<file path="src/epe_pkg.sv">
// ----------------------------------------------------------------------------
// Erasure parity encoder package
// Shared constants, types and the GF(2^8) multiply used by the encoder blocks.
// ----------------------------------------------------------------------------
package epe_pkg;

   // Low byte of the field polynomial x^8+x^4+x^3+x^2+1.
   localparam logic [7:0] GF_LOW_POLY = 8'h1D;

   // Largest number of parity rows a result can name.
   localparam int OUT_ROW_LIMIT = 8;

   // Configuration register indexes.
   localparam logic [7:0] CSR_DATA_COUNT   = 8'd0;
   localparam logic [7:0] CSR_PARITY_COUNT = 8'd1;

   // Column queue depth.
   localparam int QUEUE_DEPTH = 2;

   // Status of the column queue as seen by its neighbours.
   typedef struct packed {
      logic empty;
      logic full;
   } q_status_type;

   // Multiply two field elements, one shift-and-reduce step per bit.
   function automatic logic [7:0] gf_mul(input logic [7:0] a, input logic [7:0] b);
      logic [7:0] x;
      logic [7:0] acc;
      x   = a;
      acc = '0;
      for (int n = 0; n < 8; n++) begin
         if (b[n]) begin
            acc = acc ^ x;
         end
         x = {x[6:0], 1'b0} ^ (x[7] ? GF_LOW_POLY : 8'h00);
      end
      return acc;
   endfunction

endpackage

</file>
<file path="src/erasure_parity_encoder_gf256_top.sv">
// The first parity byte of a column passes through the column queue and then the output
// register after its last data byte has been accepted.
// One data byte per cycle goes in while the queue is not full, and one parity byte per
// cycle goes out while the output is not stalled.
// A two-entry column queue lets the front end start the next column while one drains.
// Reset is synchronous and active high: k = 1, m = 1, all sums zero, all powers one.
// ----------------------------------------------------------------------------
// Erasure parity encoder top level
// Vandermonde-row parity encoder over GF(2^8) with configuration registers.
// ----------------------------------------------------------------------------
module erasure_parity_encoder_gf256_top #(
   parameter int MAX_DATA   = 16,
   parameter int MAX_PARITY = 8
) (
   input  logic       clock,
   input  logic       reset,
   input  logic       req_valid,
   output logic       req_stall,
   input  logic [7:0] req_data_byte,
   output logic       rsp_valid,
   input  logic       rsp_stall,
   output logic [7:0] rsp_parity_byte,
   output logic [2:0] rsp_parity_row,
   output logic       rsp_last_of_column,
   input  logic       csr_valid,
   output logic       csr_ready,
   input  logic [7:0] csr_index,
   input  logic [7:0] csr_data
);
   import epe_pkg::*;

   localparam int ROWS = (MAX_PARITY < OUT_ROW_LIMIT) ? MAX_PARITY : OUT_ROW_LIMIT;

   logic [4:0]       data_count_ff;
   logic [4:0]       data_count_in;
   logic [3:0]       parity_count_ff;
   logic [3:0]       parity_count_in;
   logic             csr_acc;
   logic             clear_column;
   logic [4:0]       k_eff;
   logic [3:0]       m_eff;
   logic             push;
   logic             pop;
   logic [ROWS*8-1:0] column_sums;
   logic [ROWS*8-1:0] head_data;
   q_status_type     q_status;

   // Configuration registers; a write to a listed register restarts the column.
   assign csr_ready    = 1'b1;
   assign csr_acc      = csr_valid && csr_ready;
   assign clear_column = csr_acc &&
                         ((csr_index == CSR_DATA_COUNT) || (csr_index == CSR_PARITY_COUNT));

   always_comb begin
      data_count_in   = data_count_ff;
      parity_count_in = parity_count_ff;
      if (csr_acc) begin
         unique case (csr_index)
            CSR_DATA_COUNT:   data_count_in   = csr_data[4:0];
            CSR_PARITY_COUNT: parity_count_in = csr_data[3:0];
            default: ;
         endcase
      end
   end

   always_ff @(posedge clock) begin
      if (reset) begin
         data_count_ff   <= 5'd1;
         parity_count_ff <= 4'd1;
      end else begin
         data_count_ff   <= data_count_in;
         parity_count_ff <= parity_count_in;
      end
   end

   // Effective counts, saturated into their legal ranges.
   always_comb begin
      k_eff = data_count_ff;
      if (data_count_ff == 5'd0) begin
         k_eff = 5'd1;
      end else if (int'(data_count_ff) > MAX_DATA) begin
         k_eff = 5'(MAX_DATA);
      end
      m_eff = parity_count_ff;
      if (parity_count_ff == 4'd0) begin
         m_eff = 4'd1;
      end else if (int'(parity_count_ff) > ROWS) begin
         m_eff = 4'(ROWS);
      end
   end

   epe_front #(
      .ROWS (ROWS)
   ) u_front (
      .clock        (clock),
      .reset        (reset),
      .clear_column (clear_column),
      .k_eff        (k_eff),
      .m_eff        (m_eff),
      .byte_valid   (req_valid),
      .data_byte    (req_data_byte),
      .q_status     (q_status),
      .byte_stall   (req_stall),
      .push         (push),
      .column_sums  (column_sums)
   );

   epe_queue #(
      .WIDTH (ROWS * 8)
   ) u_queue (
      .clock     (clock),
      .reset     (reset),
      .push      (push),
      .push_data (column_sums),
      .pop       (pop),
      .head_data (head_data),
      .q_status  (q_status)
   );

   epe_back #(
      .ROWS (ROWS)
   ) u_back (
      .clock              (clock),
      .reset              (reset),
      .m_eff              (m_eff),
      .head_data          (head_data),
      .q_status           (q_status),
      .pop                (pop),
      .rsp_stall          (rsp_stall),
      .rsp_valid          (rsp_valid),
      .rsp_parity_byte    (rsp_parity_byte),
      .rsp_parity_row     (rsp_parity_row),
      .rsp_last_of_column (rsp_last_of_column)
   );

endmodule

</file>
<file path="src/epe_front.sv">
// ----------------------------------------------------------------------------
// Erasure parity encoder front end
// Accepts data bytes, updates one running parity sum per row and hands each
// finished column of sums to the column queue.
// ----------------------------------------------------------------------------
module epe_front #(
   parameter int ROWS = 8
) (
   input  logic                 clock,
   input  logic                 reset,
   input  logic                 clear_column,
   input  logic [4:0]           k_eff,
   input  logic [3:0]           m_eff,
   input  logic                 byte_valid,
   input  logic [7:0]           data_byte,
   input  epe_pkg::q_status_type q_status,
   output logic                 byte_stall,
   output logic                 push,
   output logic [ROWS*8-1:0]    column_sums
);
   import epe_pkg::*;

   logic [7:0] sums_ff   [ROWS];
   logic [7:0] sums_in   [ROWS];
   logic [7:0] pows_ff   [ROWS];
   logic [7:0] pows_in   [ROWS];
   logic [7:0] sums_next [ROWS];
   logic [4:0] pos_ff;
   logic [4:0] pos_in;
   logic       byte_acc;
   logic       col_done;

   // A byte is held off only while the queue has no room for a column.
   assign byte_stall = q_status.full;
   assign byte_acc   = byte_valid && !byte_stall;
   assign col_done   = byte_acc && (pos_ff == (k_eff - 5'd1));
   assign push       = col_done;

   // One multiply-accumulate and one power step per active row.
   for (genvar i = 0; i < ROWS; i++) begin : g_row
      logic [7:0] base;
      assign base = 8'({3'b000, k_eff} + 8'(i + 1));
      assign sums_next[i] = ((4'(i) < m_eff) ? (sums_ff[i] ^ gf_mul(pows_ff[i], data_byte))
                                             : sums_ff[i]);
      assign column_sums[i*8 +: 8] = sums_next[i];

      always_comb begin
         sums_in[i] = sums_ff[i];
         pows_in[i] = pows_ff[i];
         if (clear_column || col_done) begin
            sums_in[i] = 8'h00;
            pows_in[i] = 8'h01;
         end else if (byte_acc && (4'(i) < m_eff)) begin
            sums_in[i] = sums_next[i];
            pows_in[i] = gf_mul(pows_ff[i], base);
         end
      end

      always_ff @(posedge clock) begin
         if (reset) begin
            sums_ff[i] <= 8'h00;
            pows_ff[i] <= 8'h01;
         end else begin
            sums_ff[i] <= sums_in[i];
            pows_ff[i] <= pows_in[i];
         end
      end
   end

   // Position of the next byte within the column.
   always_comb begin
      pos_in = pos_ff;
      if (clear_column || col_done) begin
         pos_in = '0;
      end else if (byte_acc) begin
         pos_in = pos_ff + 5'd1;
      end
   end

   always_ff @(posedge clock) begin
      if (reset) begin
         pos_ff <= '0;
      end else begin
         pos_ff <= pos_in;
      end
   end

endmodule

</file>
<file path="src/epe_queue.sv">
// ----------------------------------------------------------------------------
// Erasure parity encoder column queue
// Short queue of finished columns between the front end and the output side.
// ----------------------------------------------------------------------------
module epe_queue #(
   parameter int WIDTH = 64
) (
   input  logic                 clock,
   input  logic                 reset,
   input  logic                 push,
   input  logic [WIDTH-1:0]     push_data,
   input  logic                 pop,
   output logic [WIDTH-1:0]     head_data,
   output epe_pkg::q_status_type q_status
);
   import epe_pkg::*;

   localparam int PW = (QUEUE_DEPTH > 1) ? $clog2(QUEUE_DEPTH) : 1;
   localparam int CW = $clog2(QUEUE_DEPTH + 1);

   logic [WIDTH-1:0] slots_ff [QUEUE_DEPTH];
   logic [PW-1:0]    wr_ptr_ff;
   logic [PW-1:0]    wr_ptr_in;
   logic [PW-1:0]    rd_ptr_ff;
   logic [PW-1:0]    rd_ptr_in;
   logic [CW-1:0]    count_ff;
   logic [CW-1:0]    count_in;

   assign head_data      = slots_ff[rd_ptr_ff];
   assign q_status.empty = (count_ff == '0);
   assign q_status.full  = (count_ff == CW'(QUEUE_DEPTH));

   // Pointer and fill count update.
   always_comb begin
      wr_ptr_in = wr_ptr_ff;
      rd_ptr_in = rd_ptr_ff;
      count_in  = count_ff;
      if (push) begin
         wr_ptr_in = (wr_ptr_ff == PW'(QUEUE_DEPTH - 1)) ? '0 : wr_ptr_ff + PW'(1);
      end
      if (pop) begin
         rd_ptr_in = (rd_ptr_ff == PW'(QUEUE_DEPTH - 1)) ? '0 : rd_ptr_ff + PW'(1);
      end
      if (push && !pop) begin
         count_in = count_ff + CW'(1);
      end else if (pop && !push) begin
         count_in = count_ff - CW'(1);
      end
   end

   always_ff @(posedge clock) begin
      if (reset) begin
         wr_ptr_ff <= '0;
         rd_ptr_ff <= '0;
         count_ff  <= '0;
      end else begin
         wr_ptr_ff <= wr_ptr_in;
         rd_ptr_ff <= rd_ptr_in;
         count_ff  <= count_in;
      end
   end

   // Column storage needs no reset.
   always_ff @(posedge clock) begin
      if (push) begin
         slots_ff[wr_ptr_ff] <= push_data;
      end
   end

endmodule

</file>
<file path="src/epe_back.sv">
// ----------------------------------------------------------------------------
// Erasure parity encoder back end
// Unloads one column at a time from the queue and sends its parity bytes in
// row order through an output register, marking the last of the column.
// ----------------------------------------------------------------------------
module epe_back #(
   parameter int ROWS = 8
) (
   input  logic                 clock,
   input  logic                 reset,
   input  logic [3:0]           m_eff,
   input  logic [ROWS*8-1:0]    head_data,
   input  epe_pkg::q_status_type q_status,
   output logic                 pop,
   input  logic                 rsp_stall,
   output logic                 rsp_valid,
   output logic [7:0]           rsp_parity_byte,
   output logic [2:0]           rsp_parity_row,
   output logic                 rsp_last_of_column
);
   import epe_pkg::*;

   localparam int RIW = (ROWS > 1) ? $clog2(ROWS) : 1;

   logic [7:0] head_bytes [ROWS];
   logic [2:0] row_ff;
   logic [2:0] row_in;
   logic       valid_ff;
   logic       valid_in;
   logic [7:0] byte_ff;
   logic [7:0] byte_in;
   logic [2:0] prow_ff;
   logic [2:0] prow_in;
   logic       last_ff;
   logic       last_in;
   logic       load;
   logic       row_last;

   for (genvar i = 0; i < ROWS; i++) begin : g_unpack
      assign head_bytes[i] = head_data[i*8 +: 8];
   end

   // Load a new byte whenever the queue holds a column and the output register is free or being taken.
   assign load     = !q_status.empty && (!valid_ff || !rsp_stall);
   assign row_last = ({1'b0, row_ff} == (m_eff - 4'd1));
   assign pop      = load && row_last;

   always_comb begin
      row_in   = row_ff;
      valid_in = valid_ff;
      byte_in  = byte_ff;
      prow_in  = prow_ff;
      last_in  = last_ff;
      if (load) begin
         valid_in = 1'b1;
         byte_in  = head_bytes[row_ff[RIW-1:0]];
         prow_in  = row_ff;
         last_in  = row_last;
         row_in   = row_last ? 3'd0 : row_ff + 3'd1;
      end else if (valid_ff && !rsp_stall) begin
         valid_in = 1'b0;
      end
   end

   always_ff @(posedge clock) begin
      if (reset) begin
         row_ff   <= '0;
         valid_ff <= 1'b0;
      end else begin
         row_ff   <= row_in;
         valid_ff <= valid_in;
      end
   end

   // Output payload needs no reset.
   always_ff @(posedge clock) begin
      byte_ff <= byte_in;
      prow_ff <= prow_in;
      last_ff <= last_in;
   end

   assign rsp_valid          = valid_ff;
   assign rsp_parity_byte    = byte_ff;
   assign rsp_parity_row     = prow_ff;
   assign rsp_last_of_column = last_ff;

endmodule
</file>
<file path="config.mk">
export PLATFORM = sky130hd
export DESIGN_NAME = erasure_parity_encoder_gf256_top
export DESIGN_NICKNAME = d
export VERILOG_FILES = /design/src/epe_pkg.sv /design/src/erasure_parity_encoder_gf256_top.sv /design/src/epe_front.sv /design/src/epe_queue.sv /design/src/epe_back.sv
export SDC_FILE = /design/constraint.sdc
export NUM_CORES = 1
export LEC_CHECK = 0
export ABC_AREA = 1
export BUFFER_PORTS_ARGS = -buffer_cell sky130_fd_sc_hd__buf_2
export CELL_PAD_IN_SITES_DETAIL_PLACEMENT = 0
export CELL_PAD_IN_SITES_GLOBAL_PLACEMENT = 1
export CORE_UTILIZATION = 30
export CTS_BUF_LIST = sky130_fd_sc_hd__clkbuf_2 sky130_fd_sc_hd__clkbuf_4 sky130_fd_sc_hd__clkbuf_8
export CTS_CLUSTER_SIZE = 30
export DETAILED_ROUTE_END_ITERATION = 12
export PLACE_DENSITY = 0.64
export SYNTH_ARGS = -nofsm -noshare
export SYNTH_HDL_FRONTEND = slang
export SYNTH_SLANG_ARGS = --single-unit
</file>
<file path="constraint.sdc">
create_clock -name clock -period 8.6 [get_ports clock]
set_input_delay 0.86 -clock clock [delete_from_list [all_inputs] [get_ports clock]]
set_output_delay 0.86 -clock clock [all_outputs]
set_load 0.05 [all_outputs]
</file>
# Yosys cells after proc, flatten, opt, wreduce, memory -nomap -nowiden
# Memories as Yosys holds them, arrays and structs flattened. A register that Yosys moved wholly into a read port is not among the register bits.
# Index checks and enable logic that the tools add are counted.
[op_classes]
eq_ne = 4
mux = 373
bitwise_logic = 193
reduce_logical = 34
div_mod_pow = 0
shifts = 0
mul = 0
add_sub_neg = 16
magnitude_cmp = 11
[op_table]
columns = ["cell", "count"]
rows = [
  ["8-bit two-way mux", 298],
  ["8-bit XOR", 173],
  ["5-bit two-way mux", 58],
  ["5-bit by 3-bit adder with 6-bit output (second input constant)", 4],
  ["8-bit binary-select mux with 3-bit select", 1],
  ["8-bit by 5-bit XOR with 8-bit output", 3],
  ["1-bit logical AND", 16],
  ["3-bit by 4-bit less-than comparator with 1-bit output (first input constant)", 4],
  ["1-bit bitwise OR", 16],
  ["5-bit by 2-bit adder with 6-bit output (second input constant)", 2],
  ["1-bit two-way mux", 11],
  ["8-bit by 1-bit equality test with 1-bit output (second input constant)", 1],
  ["8-bit zero test", 1],
  ["1-bit by 4-bit less-than comparator with 1-bit output (first input constant)", 2],
  ["2-bit by 4-bit less-than comparator with 1-bit output (first input constant)", 2],
  ["4-bit two-way mux", 2],
  ["5-bit by 1-bit adder with 6-bit output (second input constant)", 1],
  ["5-bit by 4-bit adder with 6-bit output (second input constant)", 1],
  ["1-bit zero test", 6],
  ["5-bit by 1-bit adder with 5-bit output (second input constant)", 1],
  ["5-bit equality test", 1],
  ["5-bit > comparator (second input constant)", 1],
  ["5-bit zero test", 1],
  ["5-bit by 1-bit subtractor with 5-bit output (second input constant)", 1],
  ["18 further kinds", 24],
]
[totals]
mem_count = 3
out_inout_bits = 15
ramBits = 256
latchBits = 0
elab_cells = 645
register_bits = 34
rom_bits = 0
input_bits = 29
[mem_list]
columns = ["name", "words", "word_bits", "rd", "rd_clocked_by_memory_dff", "write_ports", "line_no", "text"]
rows = [
  ["u_queue.slots_ff", 2, 64, 1, 1, 1, "epe_queue.sv:21", "logic [WIDTH-1:0] slots_ff [QUEUE_DEPTH];"],
  ["u_front.pows_ff", 8, 8, 8, 0, 8, "epe_front.sv:25", "logic [7:0] pows_ff [ROWS];"],
  ["u_front.sums_ff", 8, 8, 8, 0, 8, "epe_front.sv:23", "logic [7:0] sums_ff [ROWS];"],
]

# Longest topological paths before layout
# Gate-level depths: netlist of run 1.
[depth]
ltp_word = 37
ltp_mapped = 22
mapped_depth_nobuf = 21

# Hierarchy
# A second synthesis of run 1 with hierarchy kept.
[hier_totals]
cells_unflattened = 4636
hier_area_um2 = 29758.5
[modules_own_cells]
columns = ["mod", "cells_per_inst", "instances", "seq_area_each_um2", "area_each_um2"]
rows = [
  ["epe_front", 4141, 1, 2662.6, 22793.1],
  ["epe_queue", 232, 1, 3943.8, 5147.4],
  ["epe_back", 179, 1, 440.4, 1288.7],
  ["erasure_parity_encoder_gf256_top", 84, 1, 180.2, 529.3],
]

# Worst setup path after synthesis of run 1
# No wires, ideal clock.
[synth_timing]
path_kind = "register to register"
from = "register data_count_ff[3]"
to = "memory u_queue.slots_ff[1][0], enable pin"
setup_slack_ns = 3.294
t_required_ns = 8.112
arrival_ns = 4.818
path_buffers = 2
synth_period_minus_slack_ns = 5.306
stages_incl_launch_ff = 17
setup_time_ns = 0.488
cell_sequence = "dfxtp_1 nor2_1 nand3_1 nand2_1 nand2_2 buf_4 buf_2 ha_1 inv_1 nand2_1 nand2_4 inv_2 a221oi_2 o21ai_1 nor2_4 inv_1 nor2_1"
[synth_via]
elab_chain_cells = 8
elab_cells_between_ends = 9
classes_between = "1 x add/sub; 1 x order compare; 1 x eq/ne; 4 x mux; 2 x reduce/logical"
[synth_rtl]
columns = ["element", "line_no", "text"]
rows = [
  ["from (decl)", "erasure_parity_encoder_gf256_top.sv:34", "logic [4:0] data_count_ff;"],
  ["from (signal assigned)", "erasure_parity_encoder_gf256_top.sv:71", "data_count_ff <= data_count_in;"],
  ["5-bit > comparator", "erasure_parity_encoder_gf256_top.sv:81", "end else if (int'(data_count_ff) > MAX_DATA) begin"],
  ["5-bit two-way mux", "erasure_parity_encoder_gf256_top.sv:81", ""],
  ["5-bit two-way mux *", "erasure_parity_encoder_gf256_top.sv:79", "if (data_count_ff == 5'd0) begin"],
  ["5-bit by 1-bit subtractor with 5-bit output *", "epe_front.sv:36", "assign col_done = byte_acc && (pos_ff == (k_eff - 5'd1));"],
  ["5-bit equality test *", "epe_front.sv:36", ""],
  ["1-bit logical AND *", "epe_front.sv:36", ""],
  ["via push", "erasure_parity_encoder_gf256_top.sv:42", "logic push;"],
  ["1-bit two-way mux *", "epe_queue.sv:65", "if (push) begin"],
  ["1-bit two-way mux (implied by the code) *", "epe_queue.sv:66", "slots_ff[wr_ptr_ff] <= push_data;"],
  ["to (decl)", "epe_queue.sv:21", ""],
]
# Mark *: on every way through the listed nets, which the timed path passes. The rest lies on a longest branch.

# Final worst setup path of run 1
[layout_timing]
from = "register data_count_ff[4]"
to = "memory u_queue.slots_ff[1][12], enable pin"
# The elaborated chain is that of the path after synthesis.

==> results.sh, run 1 <==
export IMPL_status="finished clean"
export IMPL_r2r_start="data_count_ff[4]"
export IMPL_hold_viol_final=0
export IMPL_grt_pass1_wl_mm=147.7
export IMPL_synth_simple_area_share_pct=33.85
export IMPL_crit_required_ns=8.92
export IMPL_routed_via_density=4.594
export IMPL_track_usage_pct=19.91
export IMPL_ys_ff_latch=291
export IMPL_grt_max_degree=78
export IMPL_critPathSlowestCell="nor2_4"
export IMPL_fin_nets=4427
export IMPL_rsz0062_at_grt="false"
export IMPL_synth_mux_area_share_pct=1.133
export IMPL_power_total_mw=4.796
export IMPL_clk_pin_slew_worst_paths_ns=0.06
export IMPL_grt_pass1_vias=24440
export IMPL_cts_hold_repair_buffers=0
export IMPL_synth_seq_area_share_pct=25.55
export IMPL_postRouteAntennaNets=0
export IMPL_slowest_delay_ns=0.78
export IMPL_maxCapViolations=0
export IMPL_synth_xor_area_share_pct=20.50
export IMPL_max_slew_margin_rel_pct=25.11
export IMPL_synth_area_sq_um=28280
export IMPL_rows=112
export IMPL_coreArea_sq_um=93330
export IMPL_synthToLayoutAreaGrowth_pct=8.490
export IMPL_fillers=10280
export IMPL_leakage_nw=13.43
export IMPL_cp_end_kind="register"
export IMPL_gp_congestion=0.8208
export IMPL_synth_top_area_share_pct=18.94
export IMPL_antenna_found_initial=1
export IMPL_h_tree_depth=2
export IMPL_dieArea_sq_um=95500
export IMPL_cts_made_buffers=60
export IMPL_synth_avg_cell_area_sq_um=6.388
export IMPL_cts_tree="yes"
export IMPL_synthesis_nets=4474
export IMPL_async_flop_share_pct=0
export IMPL_r2r_end="u_queue.slots_ff[1][12]"
export IMPL_synth_edff_count=140
export IMPL_yosys_top_cells_area="nand2_1, edfxtp_1, xor2_1, dfxtp_1, xnor2_1"
export IMPL_dp_hpwl_mm=66.09
export IMPL_synth_adder_area_share_pct=0.7964
export IMPL_wirelength_mm=94.93
export IMPL_synth_lib_cells_used_distinct=52
export IMPL_vdd_drop_max_uv=101.2
export IMPL_synthFlopType="dfxtp_1"
export IMPL_hold_start="reset"
export IMPL_fp_dieH_um=309.0
export IMPL_dr_first_iter_drc_count=1757
export IMPL_first_pass_iters=6
export IMPL_cp_arrival_ns=5.17
export IMPL_synth_compound_area_share_pct=7.893
export IMPL_startpoint_type="register"
export IMPL_drc=0
export IMPL_numPortBuffers=39
export IMPL_criticalPathCategory="register to register"
export IMPL_ctsResizeCount=0
export IMPL_clock_latency_ns=0.72
export IMPL_period_share_pct=56.40
export IMPL_route_vias_total=26100
export IMPL_io_pins=44
export IMPL_synth_cells=4427
export IMPL_worst_clock_skew_ns=0.05703
export IMPL_drive_gt1_share_pct=6.623
export IMPL_max_freq_mhz=206.2
export IMPL_mostFrequentLayoutCell="nand2_1"
export IMPL_regToRegSetupSlack_ns=3.75
export IMPL_cts_root_buf="clkbuf_8"
export IMPL_hold_class="input pin to register"
export IMPL_holdPathStages=2
export IMPL_start_util_pct=30.30
export IMPL_synth_top_family_by_area="simple AND/OR/NAND/NOR gates"
export IMPL_pwr_density_cell_nw_per_um2=156.3
export IMPL_path_max_fanout=34
export IMPL_cts_max_path_buffers=3
export IMPL_overflow=0
export IMPL_tns_ns=0
export IMPL_final_min_clock_period_ns=4.850
export IMPL_clock_sinks=291
export IMPL_yosys_warnings=0
export IMPL_tightest_slew_ns=1.116
export IMPL_critPathTopFamily="simple AND/OR/NAND/NOR gates"
export IMPL_cts_setup_buffers=0
export IMPL_synth_area_leader_cell="nand2_1"
export IMPL_mostFrequentLayoutCells="nand2_1, inv_1, nor2_1, xor2_1, nand3_1"
export IMPL_setup_viol_count_final=0
export IMPL_worstPathCellList="inv_1 > nand2_2 > ha_1 > nand2_1 > nand2_4 > inv_2 > a221oi_2 > o21ai_1 > nor2_4 > inv_1 > nor2_4 > buf_4"
export IMPL_crit_buf_inv=4
export IMPL_wl_per_cell_um=16.71
export IMPL_slew_viol_final=0
export IMPL_ff2ff_path_depth=12
export IMPL_die_w_um=309.0
[power by group]
part | leakage [nW] | switching (mW) | internal (mW) | total [mW]
sequential | 2.56 | 0.0726 | 1.68 | 1.75
combinational | 10.2 | 1.06 | 0.447 | 1.51
clock | 0.653 | 0.690 | 0.842 | 1.53
[registers in the layout (all words and copies together) (netlist names), named ones only]
signal                     cells
data_count_ff                  5
parity_count_ff                4
u_back.row_ff                  3
u_back.rsp_last_of_column      1
u_back.rsp_parity_byte         8
u_back.rsp_parity_row          3
u_back.rsp_valid               1
u_front.pos_ff                 5
u_front.pows_ff               64
u_front.sums_ff               64
u_queue.count_ff               2
u_queue.rd_ptr_ff              1
u_queue.slots_ff             128
u_queue.wr_ptr_ff              1
[cell usage after synthesis, types with 4 or more instances]
cell      number
o21ai_0      143
buf_1         13
or2_1          5
nor4_1         4
mux2i_1       32
buf_4         18
a21oi_2       10
o21bai_1       6
nand2_2       21
nand2b_1       6
nor3_1         6
nor2_2         5
nor2_1       441
inv_2         17
xor2_1       398
o211ai_1      43
nand2_1     1427
clkinv_1       6
a21oi_1      172
nand3b_1      24
clkbuf_1      85
o21ai_1       19
xnor2_1      229
or2_2         19
dfxtp_1      151
nand3_1      293
xor2_2        13
nand4_1       64
edfxtp_1     140
buf_6         11
buf_2         62
inv_1        493
nand2_4        4
ha_1          18
nor2_4         4
[kinds of logic after synthesis]
| family | after synthesis |
|---|---|
| buffers and inverters | 710 |
| AOI/OAI and AO/OA | 405 |
| adders and majority gates | 18 |
| xor gates and xnor gates | 644 |
| other | 1 |
| and+or+nand+nor | 2326 |
| DFF | 291 |
| muxes | 32 |
[final cells by class]
type | count | area (sq um) | share of cell area [%]
Antenna cell | 4 | 10.01 | 0.03262
Multi-Input combinational cell | 3426 | 18170 | 59.23
Clock buffer | 86 | 1090 | 3.552
Tap cell | 1254 | 1569 | 5.114
Timing Repair Buffer | 81 | 510.5 | 1.664
Clock inverter | 20 | 136.4 | 0.4445
Sequential cell | 291 | 7231 | 23.57
Inverter | 520 | 1963 | 6.398
[routing by layer]
metal  global-route usage [%]  wire, um  part of all wire [%]  up-vias
met1                    28.40     47380                    50    11790
met2                    31.85     41650                    44      504
met3                    2.069      3991                   4.2      107
met4                    4.939      1910                   2.0        0
met5                        0         0                     0        -
li1                         -         -                     -    13700
[worst register-to-register path, stage by stage, from the launching register on]
cell	delay, ns
dfxtp_1	0.68
inv_1	0.29
nand2_2	0.45
ha_1	0.31
nand2_1	0.11
nand2_4	0.20
inv_2	0.19
a221oi_2	0.28
o21ai_1	0.14
nor2_4	0.28
inv_1	0.17
nor2_4	0.78
buf_4	0.54
[worst max-delay path by stage]
stage                startpoint                 endpoint  slack (ns)  depth (start not counted)
4_1_cts        data_count_ff[4]  u_queue.slots_ff[1][10]        3.71                         12
3_5_place_dp   data_count_ff[4]  u_queue.slots_ff[0][10]        3.76                         12
2_1_floorplan  data_count_ff[3]   u_queue.slots_ff[1][0]        3.29                         16
6_report       data_count_ff[4]  u_queue.slots_ff[1][12]        3.75                         12
3_3_place_gp   data_count_ff[4]  u_queue.slots_ff[1][13]        3.82                         10
5_1_grt        data_count_ff[4]  u_queue.slots_ff[0][11]        3.42                         10
[stage by stage]
step | std cells | area (sq um) | hold WS, ns | worst slack [ns] | util (%)
after global routing | 5680 | 30680 | 0.3894 | 3.416 | 32.87
final | 5682 | 30680 | 0.3860 | 3.750 | 32.87
after CTS | 5678 | 30670 | 0.3401 | 3.707 | 32.86
after detailed placement | 5572 | 29450 | 0.4515 | 3.764 | 31.55
after global placement | 5572 | 29450 | 0.4437 | 3.816 | 31.55
after floorplan | 4427 | 28280 | 0.4289 | 3.294 | -
No activity file was read; power rests on OpenSTA's default activity.
==> run 2, diff against run 1 <==
--- a/config.mk
+++ b/config.mk
@@ -13,7 +13,7 @@
 export CTS_BUF_LIST = sky130_fd_sc_hd__clkbuf_2 sky130_fd_sc_hd__clkbuf_4 sky130_fd_sc_hd__clkbuf_8
 export CTS_CLUSTER_SIZE = 30
 export DETAILED_ROUTE_END_ITERATION = 12
-export PLACE_DENSITY = 0.64
+export PLACE_DENSITY = 0.66
 export SYNTH_ARGS = -nofsm -noshare
 export SYNTH_HDL_FRONTEND = slang
 export SYNTH_SLANG_ARGS = --single-unit
==> constraint.sdc (replaced) <==
create_clock -name clock -period 4.4 [get_ports clock]
set_input_delay 0.44 -clock clock [delete_from_list [all_inputs] [get_ports clock]]
set_output_delay 0.44 -clock clock [all_outputs]
set_load 0.05 [all_outputs]
==> run 2 against run 1 <==
The run now ends with capacitance limit, slew limit left. Count of clock-buffer cells in the layout decreased by 8. First-iteration DRC count decreased by 3.4%. Routed wire length increased by 1.1%. Clock power increased by 100%. Worst setup slack got worse by 3.2 ns. Hold slack got worse by 0.32 ns. Non-clock buffer count increased by 42. Core utilization increased by 0.45 points. Via count about the same. Maximum frequency increased by 27%. Critical path depth unchanged. Critical endpoint is now u_queue.slots_ff[1][45]. Largest cell class unchanged. Largest power group unchanged.
==> results.sh, run 2 (synthesis results as in run 1) <==
export IMPL_status="finished with violations"
export IMPL_violations="capacitance limit, slew limit"
export IMPL_clock_sinks=291
export IMPL_tns_ns=0
export IMPL_fillers=10310
export IMPL_grt_pass1_wl_mm=148.4
export IMPL_slowest_delay_ns=0.69
export IMPL_dieArea_sq_um=95500
export IMPL_synthToLayoutAreaGrowth_pct=9.981
export IMPL_antenna_found_initial=4
export IMPL_setup_slack_ns=0.5957
export IMPL_period_share_pct=86.46
export IMPL_track_usage_pct=20.14
export IMPL_postRouteAntennaNets=0
export IMPL_path_max_fanout=37
export IMPL_clock_latency_ns=0.74
export IMPL_cts_max_path_buffers=3
export IMPL_criticalPathCategory="register to register"
export IMPL_grt_max_degree=74
export IMPL_cts_root_buf="clkbuf_8"
export IMPL_first_pass_iters=7
export IMPL_drc=0
export IMPL_drive_gt1_share_pct=7.477
export IMPL_fp_dieH_um=309.0
export IMPL_routed_via_density=4.564
export IMPL_worstPathCellList="inv_1 > nand2_2 > ha_1 > nand2_1 > nand2_4 > inv_2 > a221oi_2 > o21ai_1 > nor2_4 > inv_1 > nor2_4 > buf_4"
export IMPL_cts_setup_buffers=0
export IMPL_die_w_um=309.0
export IMPL_numPortBuffers=39
export IMPL_grt_pass1_vias=24710
export IMPL_hold_viol_final=0
export IMPL_mostFrequentLayoutCells="nand2_1, inv_1, nor2_1, xor2_1, nand3_1"
export IMPL_gp_congestion=0.8519
export IMPL_pre_cts_ws_ns=0.7658
export IMPL_h_tree_depth=2
export IMPL_clk_pin_slew_worst_paths_ns=0.05
export IMPL_cts_tree="yes"
export IMPL_critPathSlowestCell="dfxtp_1"
export IMPL_start_util_pct=30.30
export IMPL_max_freq_mhz=262.9
export IMPL_vdd_drop_max_uv=201.9
export IMPL_wirelength_mm=95.93
export IMPL_overflow=0
export IMPL_max_slew_margin_rel_pct=-8.247
export IMPL_rows=112
export IMPL_final_min_clock_period_ns=3.804
export IMPL_hold_class="input pin to register"
export IMPL_route_vias_total=26130
export IMPL_rsz0062_at_grt="false"
export IMPL_cp_arrival_ns=4.09
export IMPL_cts_made_buffers=58
export IMPL_pwr_density_cell_nw_per_um2=307.3
export IMPL_setup_viol_count_final=0
export IMPL_largest_register_ffs=128
export IMPL_io_pins=44
export IMPL_cp_end_kind="register"
export IMPL_fin_nets=4467
export IMPL_leakage_nw=13.68
export IMPL_crit_required_ns=4.69
export IMPL_dr_first_iter_drc_count=1697
export IMPL_dp_hpwl_mm=68.26
export IMPL_maxCapViolations=1
export IMPL_wl_per_cell_um=16.76
export IMPL_startpoint_type="register"
export IMPL_slew_viol_final=2
export IMPL_top_regs="u_queue.slots_ff (128), u_front.pows_ff (64), u_front.sums_ff (64)"
export IMPL_largest_register="u_queue.slots_ff"
export IMPL_mostFrequentLayoutCell="nand2_1"
export IMPL_coreArea_sq_um=93330
export IMPL_worst_clock_skew_ns=0.09450
export IMPL_tightest_slew_ns=1.611
-- run 2: changes by cell type in the layout (fill, tap and decap cells not counted), sizes merged --
| cell | change |
|---|---|
| buf | +39 |
| dlygate4sd3 | +3 |
| clkbuf | -8 |
| diode | -1 |
| clkinv | +4 |
| bufinv | +4 |
| inv | +1 |
-- run 2: layout make-up --
type	instances	area, sq um	area share [%]
multi-input combinational	3426	18180	58.45
inverter	520	1963	6.312
clock inverter	29	285.3	0.9172
sequential	291	7231	23.25
tap	1254	1569	5.044
antenna	3	7.507	0.02414
clock buffer	78	973.4	3.130
timing repair buffer	123	895.9	2.880
-- run 2: final timing paths --
kind,start,to,slack [ns],depth (start not counted)
hold / removal,rsp_stall,u_back.rsp_valid,0.06,3
setup / recovery,data_count_ff[4],u_queue.slots_ff[1][45],0.60,12
hold reg to reg,parity_count_ff[0],parity_count_ff[0],0.47,2
setup reg to reg,data_count_ff[4],u_queue.slots_ff[1][45],0.60,12
-- run 2: where the power goes --
part           switching (mW)  total [mW]  internal, mW
registers               0.196        3.48          3.29
clock network            1.36        3.10          1.74
logic                    2.07        2.97         0.907
total                    3.62        9.56          5.93
-- run 2: per-layer routing --
metal	vias to the layer above	track usage (%)	share of wire, %
met4	2	5.112	2.2
met5	-	0	0.010
met2	531	32.52	44
met3	101	2.398	4.6
li1	13780	-	-
met1	11720	28.24	49
-- run 2: critical path: cells and delay by family (launching register included) --
family	cells	cell delay [ns]
AO/OA/AOI/OAI	2	0.39
adder cells (fa/ha/maj)	1	0.25
flip-flops	1	0.69
buffers and inverters	4	1.07
AND/OR/NAND/NOR	5	0.93
-- run 2: metrics by stage --
| stage | power (mW) | hold slack, ns | util, % | cells | instance area, sq um |
|---|---|---|---|---|---|
| after floorplan | 5.675 | 0.4289 | - | 4427 | 28290 |
| after global placement | 6.515 | 0.4471 | 31.94 | 5611 | 29810 |
| after detailed placement | 6.547 | 0.4516 | 31.94 | 5611 | 29810 |
| after CTS | 9.712 | 0.01012 | 33.32 | 5721 | 31100 |
| after global routing | 10.18 | 0.02997 | 33.32 | 5722 | 31100 |
| final | 9.558 | 0.06407 | 33.33 | 5724 | 31100 |
-- run 2: what timing repair did --
action	in CTS	in global routing
endpoints found under the hold margin	6	0
resized for setup	0	0
hold buffers	3	0
setup endpoints to repair	0	0
==> run 3, diff against run 2 <==
--- a/config.mk
+++ b/config.mk
@@ -14,6 +14,7 @@
 export CTS_CLUSTER_SIZE = 30
 export DETAILED_ROUTE_END_ITERATION = 12
 export PLACE_DENSITY = 0.66
+export REMOVE_ABC_BUFFERS = 1
 export SYNTH_ARGS = -nofsm -noshare
 export SYNTH_HDL_FRONTEND = slang
 export SYNTH_SLANG_ARGS = --single-unit
==> constraint.sdc (replaced) <==
create_clock -name clock -period 4.4 [get_ports clock]
set_input_delay 0.88 -clock clock [delete_from_list [all_inputs] [get_ports clock]]
set_output_delay 0.88 -clock clock [all_outputs]
set_load 0.05 [all_outputs]
==> run 3 against run 2 <==
The flow now finishes without violations. Via count rose by 2.1%. Clock skew shrank 0.065 ns. Cell area is 0.38% higher. Sequential cell count did not move. Routed wire length increased by 2.6%. Clock power rose by 9.4%. Total power increased by 5.5%. Sequential share of layout area shrank 0.088 points. Core utilization rose by 0.13 points. Critical endpoint is now u_queue.slots_ff[1][10]. Largest cell class unchanged. Largest power group unchanged.
==> results.sh, run 3 (synthesis results as in run 1) <==
export IMPL_maxCapViolations=0
export IMPL_vdd_drop_max_uv=249.2
export IMPL_timing_hold_ws_ns=0.4692
export IMPL_path_max_fanout=42
export IMPL_rows=112
export IMPL_wirelength_mm=98.40
export IMPL_final_min_clock_period_ns=3.635
export IMPL_fin_nets=4465
export IMPL_dp_hpwl_mm=68.85
export IMPL_p_clk_share_pct=33.6
export IMPL_crit_required_ns=4.70
export IMPL_mostFrequentLayoutCell="nand2_1"
export IMPL_hold_start="parity_count_ff[0]"
export IMPL_coreArea_sq_um=93330
export IMPL_switchingPower_mw=3.885
export IMPL_ctsResizeCount=0
export IMPL_pwr_density_cell_nw_per_um2=323.1
export IMPL_io_pins=44
export IMPL_numPortBuffers=39
export IMPL_seqPwrFrac_pct=35.1
export IMPL_cp_end_kind="register"
export IMPL_grt_max_degree=85
export IMPL_synthToLayoutAreaGrowth_pct=10.40
export IMPL_clk_pin_slew_worst_paths_ns=0.06
export IMPL_cts_root_buf="clkbuf_8"
export IMPL_critPathSlowestCell="dfxtp_1"
export IMPL_tns_ns=0
export IMPL_track_usage_pct=20.31
export IMPL_cts_tree="yes"
export IMPL_fp_dieH_um=309.0
export IMPL_pre_cts_ws_ns=0.7814
export IMPL_max_freq_mhz=275.1
export IMPL_status="finished clean"
export IMPL_postRouteAntennaNets=0
export IMPL_grt_pass1_vias=24340
export IMPL_tightest_slew_ns=1.136
export IMPL_worstPathCellList="nor2_2 > inv_1 > ha_1 > nand2_1 > nand2_4 > inv_2 > a221oi_2 > o21ai_1 > nor2_4 > inv_1 > nor2_4 > buf_4"
export IMPL_hold_class="register to register"
export IMPL_rsz0062_at_grt="false"
export IMPL_mostFrequentLayoutCells="nand2_1, inv_1, nor2_1, xor2_1, nand3_1"
export IMPL_routed_via_density=4.657
export IMPL_cp_arrival_ns=3.94
export IMPL_first_pass_iters=6
export IMPL_period_share_pct=82.60
export IMPL_start_util_pct=30.30
export IMPL_drive_gt1_share_pct=7.475
export IMPL_crit_path_start="data_count_ff[4]"
export IMPL_startpoint_type="register"
export IMPL_largest_register_ffs=128
export IMPL_combPwrFrac_pct=31.3
export IMPL_criticalPathCategory="register to register"
export IMPL_slowest_delay_ns=0.67
export IMPL_hold_viol_final=0
export IMPL_die_w_um=309.0
export IMPL_grt_pass1_wl_mm=148.1
export IMPL_cts_made_buffers=59
export IMPL_place_area_sq_um=29830
export IMPL_route_vias_total=26670
export IMPL_cts_hold_repair_buffers=0
export IMPL_clock_latency_ns=0.69
export IMPL_overflow=0
export IMPL_top_regs="u_queue.slots_ff (128), u_front.pows_ff (64), u_front.sums_ff (64)"
export IMPL_slew_viol_final=0
export IMPL_h_tree_depth=2
export IMPL_clock_sinks=291
export IMPL_cts_setup_buffers=0
export IMPL_finalInstanceArea_sq_um=31220
export IMPL_p_int_mw=6.202
export IMPL_drc=0
export IMPL_setup_slack_ns=0.7655
export IMPL_switching_share_pct=38.51
export IMPL_cts_max_path_buffers=3
export IMPL_r2r_start="data_count_ff[4]"
export IMPL_setup_viol_count_final=0
export IMPL_leakage_nw=13.73
export IMPL_antenna_found_initial=2
export IMPL_max_slew_margin_rel_pct=24.03
export IMPL_largest_register="u_queue.slots_ff"
export IMPL_gp_congestion=0.8413
export IMPL_wl_per_cell_um=17.18
export IMPL_worst_clock_skew_ns=0.02980
export IMPL_dr_first_iter_drc_count=1938
export IMPL_dieArea_sq_um=95500
run 3: cell count changes in the layout (fill, tap and decap cells not counted), sizes merged:
cell         previous run  this run
bufinv                  5         9
clkinv                 27        25
clkinvlp                2         3
inv                   515       516
diode                   3         5
dlygate4sd3             3         0
run 3: area by class of cell:
| class | instances | area, sq um |
|---|---|---|
| fill | 10290 | 62110 |
| timing repair buffer | 120 | 890.9 |
| antenna | 5 | 12.51 |
| inverter | 520 | 1963 |
| clock buffer | 78 | 979.7 |
| clock inverter | 33 | 401.6 |
| sequential | 291 | 7231 |
| tap | 1254 | 1569 |
| multi-input combinational | 3426 | 18170 |
run 3: metrics by stage:
stage	instances	util (%)	power, mW
after floorplan	4237	-	5.555
after global placement	5611	31.96	6.716
after detailed placement	5611	31.96	6.740
after CTS	5722	33.44	10.17
after global routing	5727	33.45	10.63
final	5727	33.45	10.09
run 3: power by group through the flow:
| stage | sequential (mW) | clock [mW] | combinational, mW |
|---|---|---|---|
| after floorplan | 3.78 | 0 | 1.77 |
| after global placement | 3.59 | 0 | 3.13 |
| after detailed placement | 3.59 | 0 | 3.15 |
| after CTS | 3.54 | 3.48 | 3.16 |
| after global routing | 3.57 | 3.59 | 3.47 |
| final | 3.54 | 3.39 | 3.16 |
run 3: layer usage:
metal / vias to the layer above / routed length (um) / share of wire, % / track usage, %
li1: 13780 / - / - / -
met1: 12160 / 47910 / 49 / 29.01
met2: 604 / 43170 / 44 / 32.23
met3: 122 / 4994 / 5.1 / 2.233
met4: 0 / 2327 / 2.4 / 5.353
met5: - / 0 / 0 / 0
run 3: worst paths after layout:
path                              to  slack, ns  cells past startpoint
max          u_queue.slots_ff[1][10]       0.77                     12
min               parity_count_ff[0]       0.47                      2
max reg2reg  u_queue.slots_ff[1][10]       0.77                     12
min reg2reg       parity_count_ff[0]       0.47                      2
run 3: worst max-delay path, delay by kind of cell (launching register included):
kind                     cells  cell delay [ns]
AO/OA/AOI/OAI                2             0.42
AND/OR/NAND/NOR              5             0.71
buffers and inverters        4             1.12
flip-flops                   1             0.67
adder cells (fa/ha/maj)      1             0.30
